<file path="src/hw/rtl/pbkdf2_hmac_sha256_key_derive_macros.svh">
// Assertion macros shared by the key derivation RTL.
// Depends on nothing; included by files that assert.
`ifndef PBKDF2_HMAC_SHA256_KEY_DERIVE_MACROS_SVH
`define PBKDF2_HMAC_SHA256_KEY_DERIVE_MACROS_SVH
// Implication checked on every clock edge outside reset.
`define PKD_ASSERT_IMP(label, clk, rst_n, ante, cons, msg) \
  label: assert property (@(posedge clk) disable iff (!rst_n) (ante) |-> (cons)) \
    else $error(msg);
// Next-cycle implication.
`define PKD_ASSERT_NXT(label, clk, rst_n, ante, cons, msg) \
  label: assert property (@(posedge clk) disable iff (!rst_n) (ante) |=> (cons)) \
    else $error(msg);
`endif

</file>
<file path="src/hw/rtl/pkd_pkg.sv">
// Package for the key derivation block: SHA-256 constants, functions, command types.
// Depends on nothing.
package pkd_pkg;
  localparam int DIGEST_BYTES    = 32;
  localparam int KEY_BLOCK_BYTES = 64;
  localparam logic [31:0] INNER_PAD_WORD  = 32'h36363636;
  localparam logic [31:0] OUTER_PAD_WORD  = 32'h5c5c5c5c;
  localparam logic [31:0] BLOCK_INDEX_ONE = 32'h00000001;
  localparam logic [31:0] PAD_MARK        = 32'h80000000;
  localparam logic [31:0] LEN_SALT  = 32'((KEY_BLOCK_BYTES + 12) * 8);
  localparam logic [31:0] LEN_INNER = 32'((KEY_BLOCK_BYTES + DIGEST_BYTES) * 8);

  // Input item modes and register indexes.
  localparam logic       MODE_LOAD  = 1'b0;
  localparam logic       MODE_START = 1'b1;
  localparam logic [0:0] REG_SALT   = 1'b0;
  localparam logic [0:0] REG_ITER   = 1'b1;

  localparam logic [255:0] INITIAL_HASH = {
    32'h6a09e667, 32'hbb67ae85, 32'h3c6ef372, 32'ha54ff53a,
    32'h510e527f, 32'h9b05688c, 32'h1f83d9ab, 32'h5be0cd19};

  localparam logic [0:63][31:0] ROUND_K = {
    32'h428a2f98, 32'h71374491, 32'hb5c0fbcf, 32'he9b5dba5, 32'h3956c25b, 32'h59f111f1,
    32'h923f82a4, 32'hab1c5ed5, 32'hd807aa98, 32'h12835b01, 32'h243185be, 32'h550c7dc3,
    32'h72be5d74, 32'h80deb1fe, 32'h9bdc06a7, 32'hc19bf174, 32'he49b69c1, 32'hefbe4786,
    32'h0fc19dc6, 32'h240ca1cc, 32'h2de92c6f, 32'h4a7484aa, 32'h5cb0a9dc, 32'h76f988da,
    32'h983e5152, 32'ha831c66d, 32'hb00327c8, 32'hbf597fc7, 32'hc6e00bf3, 32'hd5a79147,
    32'h06ca6351, 32'h14292967, 32'h27b70a85, 32'h2e1b2138, 32'h4d2c6dfc, 32'h53380d13,
    32'h650a7354, 32'h766a0abb, 32'h81c2c92e, 32'h92722c85, 32'ha2bfe8a1, 32'ha81a664b,
    32'hc24b8b70, 32'hc76c51a3, 32'hd192e819, 32'hd6990624, 32'hf40e3585, 32'h106aa070,
    32'h19a4c116, 32'h1e376c08, 32'h2748774c, 32'h34b0bcb5, 32'h391c0cb3, 32'h4ed8aa4a,
    32'h5b9cca4f, 32'h682e6ff3, 32'h748f82ee, 32'h78a5636f, 32'h84c87814, 32'h8cc70208,
    32'h90befffa, 32'ha4506ceb, 32'hbef9a3f7, 32'hc67178f2};

  // Message block source for one compression.
  typedef enum logic [2:0] {
    SRC_INNER_KEY, SRC_OUTER_KEY, SRC_SALT, SRC_U_VALUE, SRC_DIGEST
  } blk_src_e;

  // Chaining value a compression starts from, and where its result goes.
  typedef enum logic [2:0] {
    DST_INNER_PAD, DST_OUTER_PAD, DST_MID, DST_U_VALUE
  } blk_dst_e;

  typedef enum logic [2:0] {
    ST_IDLE, ST_LOAD, ST_ROUND, ST_FINISH, ST_OUT
  } ctrl_state_e;

  typedef struct packed {
    logic     load;      // start a compression: load state and block
    blk_src_e src;
    blk_dst_e dst;
    logic     round;     // advance one round
    logic     finish;    // add chaining value, store result
    logic     clr_acc;   // new derivation
    logic     acc_u;     // fold U value into accumulator
  } dp_cmd_t;

  typedef struct packed {
    logic round_last;  // current round is round 63
  } dp_stat_t;

  function automatic logic [31:0] rotr(input logic [31:0] x, input int n);
    rotr = (x >> n) | (x << (32 - n));
  endfunction
endpackage

</file>
<file path="src/hw/rtl/pkd_ctrl.sv">
// Sequencer for pad setup, HMAC iterations and key word output.
// Depends on pkd_pkg and the assertion macro header.
`include "pbkdf2_hmac_sha256_key_derive_macros.svh"
module pkd_ctrl (
  input  logic              clk_i,
  input  logic              rst_ni,
  input  logic              start_i,
  input  logic [31:0]       iter_count_i,
  input  pkd_pkg::dp_stat_t stat_i,
  output pkd_pkg::dp_cmd_t  cmd_o,
  output logic              busy_o,
  output logic              out_valid_o,
  output logic [1:0]        out_sel_o,
  input  logic              out_stall_i
);
  import pkd_pkg::*;

  ctrl_state_e state_q, state_d;
  logic [1:0]  step_q, step_d;   // 0 inner pad, 1 outer pad, 2 inner hash, 3 outer hash
  logic [31:0] iter_q, iter_d;
  logic [1:0]  sel_q, sel_d;

  always_ff @(posedge clk_i or negedge rst_ni) begin
    if (!rst_ni) begin
      state_q <= ST_IDLE;
      step_q  <= '0;
      iter_q  <= '0;
      sel_q   <= '0;
    end else begin
      state_q <= state_d;
      step_q  <= step_d;
      iter_q  <= iter_d;
      sel_q   <= sel_d;
    end
  end

  always_comb begin
    state_d = state_q;
    step_d  = step_q;
    iter_d  = iter_q;
    sel_d   = sel_q;
    cmd_o   = '0;
    cmd_o.src = SRC_INNER_KEY;
    cmd_o.dst = DST_INNER_PAD;
    case (step_q)
      2'd0: begin cmd_o.src = SRC_INNER_KEY; cmd_o.dst = DST_INNER_PAD; end
      2'd1: begin cmd_o.src = SRC_OUTER_KEY; cmd_o.dst = DST_OUTER_PAD; end
      2'd2: begin
        cmd_o.src = (iter_q == '0) ? SRC_SALT : SRC_U_VALUE;
        cmd_o.dst = DST_MID;
      end
      default: begin cmd_o.src = SRC_DIGEST; cmd_o.dst = DST_U_VALUE; end
    endcase
    case (state_q)
      ST_IDLE: begin
        if (start_i) begin
          cmd_o.clr_acc = 1'b1;
          step_d  = '0;
          iter_d  = '0;
          state_d = ST_LOAD;
        end
      end
      ST_LOAD: begin
        if (step_q >= 2'd2 && iter_q == iter_count_i) begin
          sel_d   = '0;
          state_d = ST_OUT;
        end else begin
          cmd_o.load = 1'b1;
          state_d = ST_ROUND;
        end
      end
      ST_ROUND: begin
        cmd_o.round = 1'b1;
        if (stat_i.round_last) state_d = ST_FINISH;
      end
      ST_FINISH: begin
        cmd_o.finish = 1'b1;
        state_d = ST_LOAD;
        if (step_q == 2'd3) begin
          step_d = 2'd2;
          iter_d = iter_q + 32'd1;
        end else begin
          step_d = step_q + 2'd1;
        end
      end
      ST_OUT: begin
        if (!out_stall_i) begin
          sel_d = sel_q + 2'd1;
          if (sel_q == 2'd3) state_d = ST_IDLE;
        end
      end
      default: state_d = ST_IDLE;
    endcase
    // U value is registered by its finish; fold it in at the next load state.
    if (state_q == ST_LOAD && step_q == 2'd2 && iter_q != '0) cmd_o.acc_u = 1'b1;
  end

  // acc_u also fires on the exit path; guard it to exactly once per iteration.
  assign busy_o      = (state_q != ST_IDLE);
  assign out_valid_o = (state_q == ST_OUT);
  assign out_sel_o   = sel_q;

  `PKD_ASSERT_NXT(a_start_busy, clk_i, rst_ni, state_q == ST_IDLE && start_i,
    state_q == ST_LOAD, "start did not leave idle")
  `PKD_ASSERT_IMP(a_load_round, clk_i, rst_ni, cmd_o.load && cmd_o.round, 1'b0,
    "load and round together")
  `PKD_ASSERT_NXT(a_out_hold, clk_i, rst_ni, out_valid_o && out_stall_i,
    out_valid_o && $stable(sel_q), "output moved while stalled")
endmodule

</file>
<file path="config.mk">
export PLATFORM = sky130hd
export DESIGN_NAME = pkd_ctrl
export DESIGN_NICKNAME = d
export VERILOG_FILES = /design/src/hw/rtl/pkd_pkg.sv /design/src/hw/rtl/pkd_ctrl.sv
export VERILOG_INCLUDE_DIRS = /design/src /design/src/hw/rtl
export SDC_FILE = /design/constraint.sdc
export NUM_CORES = 1
export LEC_CHECK = 0
export ABC_AREA = 1
export ABC_CLOCK_PERIOD_IN_PS = 3850
export BUFFER_PORTS_ARGS = -buffer_cell sky130_fd_sc_hd__buf_2
export CAP_MARGIN = 20
export CORE_UTILIZATION = 40
export CTS_CLUSTER_DIAMETER = 120
export CTS_CLUSTER_SIZE = 10
export DETAILED_ROUTE_END_ITERATION = 10
export MAX_ROUTING_LAYER = met4
export PLACE_DENSITY = 0.71
export SYNTH_ARGS = -nofsm -noshare
export SYNTH_HDL_FRONTEND = slang
export SYNTH_SLANG_ARGS = --single-unit
</file>
<file path="constraint.sdc">
create_clock -name clk_i -period 3.85 [get_ports clk_i]
set_input_delay 0.385 -clock clk_i [delete_from_list [all_inputs] [get_ports clk_i]]
set_output_delay 0.385 -clock clk_i [all_outputs]
set_load 0.005 [all_outputs]
</file>
After elaboration in Yosys (flattened, before gate mapping)
Cells that the tools add are included.
Widths: inputs -> output; s select.
{ "word_totals": {"in_bits": 37, "ff_bits": 39} }
{ "op_classes": {"n_lt_le_gt_ge": 1, "muxes": 24, "reduce_logical": 14, "add_sub_neg": 3, "n_eq_ne": 15} }
{ "ops": {"columns": ["operator", "n"], "rows": [
  ["$mux 32", 2],
  ["$pmux 32 s2", 1],
  ["$add 32x1->32 const B", 1],
  ["$eq 32x32->1", 1],
  ["$logic_not 32->1", 1],
  ["$reduce_bool 32->1", 1],
  ["$pmux 6 s3", 1],
  ["$mux 3", 5],
  ["$pmux 3 s5", 1],
  ["$ne 2x2->1 const B", 5],
  ["$mux 1", 8],
  ["$mux 2", 4],
  ["$pmux 2 s2", 2],
  ["$eq 2x2->1 const B", 3],
  ["$eq 3x2->1 const B", 2],
  ["$reduce_and 3->1", 2],
  ["$add 2x1->2 const B", 2],
  ["$reduce_and 4->1", 1],
  ["$reduce_bool 2->1", 2],
  ["$eq 3x1->1 const B", 1],
  ["$eq 3x3->1 const B", 1],
  ["$logic_and 1x1->1", 3],
  ["$logic_not 3->1", 1],
  ["$reduce_bool 3->1", 1],
  ["5 further kinds", 5]
]} }

Logic depth before layout (Yosys ltp)
Gate-level depths: netlist (run 1).
{ "depth": {"word_depth": 4, "ltp_mapped": 14, "ltp_nobuf": 13} }

Worst setup path before layout (run 1)
Ideal clock, no wire load.
{ "synth_timing": {"kind": "register -> output", "start": "register iter_q[0]", "end": "output port cmd_o[7] in the netlist's numbering", "t_arrival_ns": 1.249, "stages_incl_launch_ff": 8, "slack_ns": 2.216, "cell_sequence": "dfrtp_1 -> inv_1 -> ha_1 -> nand3_1 -> nor4_1 -> nand3_1 -> o21ai_0 -> o21ai_0"} }
{ "synth_rtl": {"columns": ["element", "line", "rtl"], "rows": [
  ["from (decl)", "pkd_ctrl.sv:20", "logic [31:0] iter_q, iter_d;"],
  ["from (signal assigned)", "pkd_ctrl.sv:32", "iter_q <= iter_d;"],
  ["to (decl)", "pkd_ctrl.sv:10", "output pkd_pkg::dp_cmd_t cmd_o,"]
]} }

==> results.md, run 1 <==
* Share of layout cells above drive strength 1 at 17.76%
* Sequential element share of the synthesized area at between 30% and 40%
* Fmax at around 400 MHz
* Fin. max-slew vios at 0
* Routability cong. at around 0.96
* Router iterations before antenna repair at 7
* Sw power at 0.4943 mW
* Switching Fraction at around two fifths
* Post-Syn Area at 0.003062 mm^2
* Routed len/inst at roughly 14 um
* Fillers at 779
* PortBufs at 50
* Distinct cells, synth at 41
* TritonCTS clock tree: built
* Vias post-DR at 3,186
* Die Y at 89.49 um
* Non-Filler Instances at ~600
* Via density at slightly above 5
* Clk network pwr share at between 20% and 30%
* RSZ-0062 raised after global routing: false
* CTS max path bufs at 2
* Total gr overflow at 0
* Sequential share of power at approximately two fifths
* Register-to-Register Path Depth at 8
* Die extent in x at between 80 and 90 um
* Arr. time, crit path at just over 2 ns
* Final setup skew at 0.004282 ns
* Worst skew pair latency at 0.30 ns
* # rows at 31
* PostCTS Resize Cnt at 0
* Crit-path slowest cell: dfrtp_1
* Detailed placement HPWL at ~6.5 mm
* Vias in the first global route at ~3,100
* Net count, final at 557
* Period utilization at a little over three fifths
* Final hold violation count at 0
* Top cells by count, synth: 125 x nand2_1, 64 x inv_1, 62 x nor2_1
* Core area at around 0.0073 mm^2
* WL final at between 8 and 9 mm
* Placed Cells at between 600 and 700
* Count leader, synth: nand2_1
* Setup TNS at 0 ns
* Top cells by area, synth: dfrtp_1 32%, nand2_1 15%, inv_1 7.8%
* Clock root buffer: clkbuf_8
* Ys Warns at 0
* P_int at approximately 0.69 mW
* CTS Hold Bufs at 0
* Initial antenna violation count at 0
* Post-synth net total at 511
* Area share of the largest cell type after synthesis at between 30% and 40%
* Design area at roughly 0.0035 mm^2
* Worst setup EP type: output pin
* H-tree lvl count at 2
* Final worst path period need at 2.432 ns
* Clk sinks at 39
* Hold WC Path Type: in -> async
* CP Launch Type: flip-flop
* CP Class: reg -> out
* I/O pin count at between 50 and 60
* Worst VDD drop at 0.2166 mV
* Post-CTS Setup Bufs at 0
* Final setup violation count at 0
* Worst slew pin tran at ~0.95 ns
* Most used cell, CP: o21ai_0
* Cell area power density at approximately 340 mW/mm^2
* TritonCTS Buffers at 5
* Fraction of registers with async set/reset at 100.0%
* DR DRC count at 0
* Die area at 0.008008 mm^2
* Hold Slack at around 0.22 ns
* Placement Cell Area at about 0.0034 mm^2
* Cell taking the most area after synthesis: dfrtp_1
* Status: finished clean
* Number of diodes at 0
* Slew margin rel. at around 36%
* Antenna-violating nets left at 0
* Number of synthesized register bits at 39
* Synthesized instance count at between 400 and 500
* Synth Flop Type: dfrtp_1
* Initial Util at a little over two fifths
* Largest net degree at the start of global routing at 40
* First-pass GRT wire length at ~14 mm
* Post-synth EDFFs at 0
* CTS clk-pin slew, worst paths at around 0.08 ns
* Syn_area_per_cell at 6.500 um^2
* Area growth, synth to finish at 13.28%
* LEAKAGE at between 1.5 and 2 nW
* DRT iter0 DRCs at about 180
* # Max-Cap Violations at 0
* Part of the power in combinational logic at roughly 37%
* CP required at ~3.5 ns
* Global Route Usage Sum at around a quarter
* CP max stage delay at 0.47 ns
* Worst-path cell chain: nor4_1, nand4_1, o21ai_0, o21ai_0, buf_2
* Crit-path max FO at 7
-- cell type report --
cell class / instances / area, um^2 / area share, %
clock buffer: 5 / 68.82 / 1.984
timing repair buffer: 51 / 257.7 / 7.431
multi-input combinational: 349 / 1752 / 50.50
sequential: 39 / 975.9 / 28.14
inverter: 71 / 270.3 / 7.792
clock inverter: 3 / 20.02 / 0.5772
tap: 99 / 123.9 / 3.571
-- state kept, by name, summed over array words and instances (netlist names) --
signal / cells
state_q: 3
out_sel_o: 2
step_q: 2
iter_q: 32
-- path summary, 6_finish.rpt --
check / start / end / slack, ns
worst min register to register: out_sel_o[1] / out_sel_o[1] / 0.50
max in group asynchronous: rst_ni / iter_q[4] / 3.03
worst min-delay path: rst_ni / iter_q[22] / 0.22
worst max-delay path: iter_q[15] / cmd_o[7] / 1.42
worst max register to register: state_q[2] / iter_q[6] / 1.70
min in group clk_i: out_stall_i / state_q[0] / 0.43
-- power groups by stage --
stage,Combinational (mW),Clock (mW),Sequential (mW)
after floorplan,0.308,0,0.459
after detailed placement,0.429,0,0.465
final,0.435,0.293,0.455
after global routing,0.484,0.311,0.459
after CTS,0.433,0.298,0.456
after global placement,0.421,0,0.462
-- routing by layer --
metal	vias up	track usage, %	routed length, um
met5	-	-	0
met4	0	9.668	218
met3	18	3.970	460
met2	114	39.42	4058
met1	1455	29.32	3779
li1	1599	-	-
-- layout by cell type, fill, tap and decap left out, types with 2 or more instances in the layout --
cell type	netlist	layout
nand2_1	125	125
inv_1	64	64
nor2_1	62	62
buf_2	5	50
dfrtp_1	39	39
o21ai_0	32	32
nand3_1	27	27
nor3_1	15	15
nand4_1	15	15
a21oi_1	10	10
nor4_1	8	8
xnor2_1	7	7
xor2_1	6	6
nand2_2	6	6
inv_2	5	5
clkbuf_8	0	5
nor2_2	3	3
nor2_4	3	3
a31oi_1	3	3
o21ai_2	3	3
ha_1	3	3
o22ai_1	2	2
nor3_4	2	2
nand2_4	2	2
clkinv_2	1	2
nand3_2	2	2
o21ai_1	2	2
a21oi_2	2	2
clkinvlp_4	0	2
-- logic make-up after synthesis --
family                     Yosys count  share of synthesized area (%)
xor gates and xnor gates            13                          3.719
adders and majority gates            3                          1.226
buffers and inverters               83                          10.91
AOI/OAI and AO/OA                   58                          10.67
and+or+nand+nor                    274                          41.48
other                                1                         0.1225
DFF                                 39                          31.88
-- through the flow --
step	setup slack [ns]	utilization, %	total power [mW]
after floorplan	2.216	-	0.7674
after global placement	1.842	46.10	0.8833
after detailed placement	1.786	46.10	0.8934
after CTS	1.481	47.31	1.187
after global routing	1.291	47.31	1.254
final	1.418	47.31	1.183
-- critical path: cells and delay by family, from the launching register on --
kind | cells | cell delay (ns)
compound gates | 2 | 0.47
buf+inv | 1 | 0.15
flops | 1 | 0.47
simple gates | 2 | 0.65
Power figures use the tool's default switching activity.
==> run 2, diff against run 1 <==
ABC_CLOCK_PERIOD_IN_PS = 2150   (was 3850)
PLACE_DENSITY = 0.73   (was 0.71)
clock period = 2.15 ns   (was 3.85 ns; I/O delays follow)
==> run 2 against run 1 <==
  * Via count decreased by 0.60%
  * Highest routed layer unchanged
  * Die area unchanged
  * Total power increased by 87%
  * Routed wire length decreased by 1.3%
  * Non-clock buffer count increased by 4
  * Clock skew increased by 0.0090 ns
  * Sequential share of layout area decreased by 0.48 points
  * Final cell count increased by 0.65%
  * First-iteration DRC count increased by 30%
  * Utilization increased by 1.1 points
  * Worst setup slack got worse by 1.3 ns
  * Critical endpoint unchanged
  * Count of clock-buffer cells in the layout increased by 2
==> results.md, run 2 (synthesis gave the netlist of run 1 again) <==
* # Max-Cap Violations at 0 (unchanged)
* PortBufs at 50 (unchanged)
* Routability cong. at 0.8959 (-6.4%)
* DRT iter0 DRCs at 230 (+30%)
* Period utilization at a little over nine tenths
* First-pass GRT wire length at 13.72 mm (-2.7%)
* Arr. time, crit path at 1.82 ns (-0.23 ns)
* Hold WC Path Type: in -> async
* Share of layout cells above drive strength 1 at 20.69% (+2.9 points)
* TritonCTS clock tree: built
* Cell area power density at 624.3 mW/mm^2 (+83%)
* Worst VDD drop at 0.6144 mV (+180%)
* Crit Reg-Reg Startpoint: state_q[2]
* CTS clk-pin slew, worst paths at 0.09 ns (about the same)
* Register-to-Register Path Depth at 8 (unchanged)
* DR DRC count at 0 (unchanged)
* I/O pin count at 52 (unchanged)
* Initial antenna violation count at 0 (unchanged)
* Worst skew pair latency at 0.30 ns (about the same)
* Critical path launch point: iter_q[1]
* Most frequent cells in the layout: 124 x nand2_1, 63 x inv_1, 61 x nor2_1
* Max FFs per register at 32 (unchanged)
* Net count, final at 561 (+0.72%)
* Setup TNS at 0 ns (unchanged)
* Final hold violation count at 0 (unchanged)
* Number of diodes at 0 (unchanged)
* Largest net degree at the start of global routing at 40 (unchanged)
* CTS max path bufs at 2 (unchanged)
* WL final at 8.407 mm (-1.3%)
* RSZ-0062 raised after global routing: false
* Area growth, synth to finish at 15.98%
* Worst slew pin tran at 0.9237 ns (-0.02993 ns)
* Global Route Usage Sum at 23.25% (-0.74 points)
* Detailed placement HPWL at 6.505 mm (-0.21%)
* Final setup violation count at 0 (unchanged)
* Status: finished clean
* Worst setup EP type: output pin
* Vias post-DR at 3,167 (-0.60%)
* Fin. max-slew vios at 0 (unchanged)
* Die Y at 89.49 um (unchanged)
* # rows at 31 (unchanged)
* Fmax at roughly 490 MHz
* Largest regs: iter_q x32, state_q x3
* TritonCTS Buffers at 5 (unchanged)
* Die extent in x at 89.49 um (unchanged)
* Clock root buffer: clkbuf_8
* Router iterations before antenna repair at 5 (-2)
* Slew margin rel. at 38.42% (+2.0 points)
* Via density at 5.100 (-1.2%)
* Initial Util at 41.76% (unchanged)
* Total gr overflow at 0 (unchanged)
* CP Launch Type: flip-flop
* Final worst path period need at just over 2 ns
* Core area at 0.007331 mm^2 (unchanged)
* Antenna-violating nets left at 0 (unchanged)
* Clk sinks at 39 (unchanged)
* Crit-path max FO at 4 (-3)
* Die area at 0.008008 mm^2 (unchanged)
* CP required at 1.93 ns (-1.53 ns)
* CTS Hold Bufs at 0 (unchanged)
* Placement Cell Area at 0.003387 mm^2 (+0.22%)
* Reg with most FFs: iter_q
* Final setup skew at 0.01327 ns (+0.008991 ns)
* Vias in the first global route at 2,922 (-4.7%)
* CP Class: reg -> out
* Design area at 0.003551 mm^2 (+2.4%)
* LEAKAGE at 1.714 nW (+1.7%)
* Most common cell after layout, fill and taps aside: nand2_1
* Routed len/inst at 13.54 um (-1.9%)
* H-tree lvl count at 2 (unchanged)
==> run 2: cell count changes in the layout (fill, tap and decap cells not counted), sizes merged <==
cell / before / now
buf: 51 / 55
clkbuf: 5 / 7
clkinv: 2 / 1
clkinvlp: 2 / 1
==> run 2: worst paths after layout <==
| path | endpoint | slack [ns] |
|---|---|---|
| min in group clk_i | state_q[0] | 0.27 |
| max | cmd_o[7] | 0.12 |
| min reg2reg | out_sel_o[1] | 0.51 |
| max in group asynchronous | iter_q[3] | 1.46 |
| max reg2reg | iter_q[6] | 0.22 |
| min | iter_q[22] | 0.04 |
==> run 2: per-stage QoR <==
stage          power [mW]  setup slack (ns)  util, %  hold WS, ns  instances
2_1_floorplan       1.374            0.6220        -     -0.08059        471
3_3_place_gp        1.595            0.1355    46.20       0.4085        610
6_report            2.217            0.1169    48.44      0.03977        621
4_1_cts             2.200           0.03758    47.76      0.08447        618
3_5_place_dp        1.615            0.1811    46.20       0.4129        610
5_1_grt             2.336         0.0008629    48.44       0.1241        621
==> run 2: power breakdown <==
part           switching [mW]  internal [mW]  total (mW)
registers              0.0384          0.778       0.817
clock network           0.293          0.293       0.585
logic                   0.566          0.249       0.815
total                   0.897           1.32        2.22
==> run 2: cell type report <==
| class | count | area, um^2 |
|---|---|---|
| clock buffer | 7 | 96.34 |
| clock inverter | 1 | 7.507 |
| fill | 739 | 3780 |
| inverter | 71 | 270.3 |
| multi-input combinational | 349 | 1783 |
| sequential | 39 | 982.2 |
| tap | 99 | 123.9 |
| timing repair buffer | 55 | 287.8 |
==> run 2: what timing repair did <==
item,4_1_cts,5_1_grt
endpoints found under the setup margin,2,3
gates resized for setup,3,11
pin swaps,0,1
buffers inserted,0,3
==> run 2: per-layer routing <==
layer | wire [um] | vias up | part of all wire [%] | track usage (%)
li1 | - | 1616 | - | -
met4 | 129 | 0 | 1.5 | 6.494
met5 | 0 | - | 0 | -
met2 | 4093 | 78 | 49 | 38.72
met3 | 424 | 13 | 5.0 | 3.786
met1 | 3759 | 1460 | 45 | 29.16
==> run 2: worst max-delay path, cell delays in order (launching register included) <==
cell and delay (ns):
dfrtp_1 0.41, inv_1 0.10, ha_1 0.17, nand3_1 0.12, nor4_2 0.15, nand3_1 0.12
o21ai_2 0.19, o21ai_0 0.11, buf_2 0.14
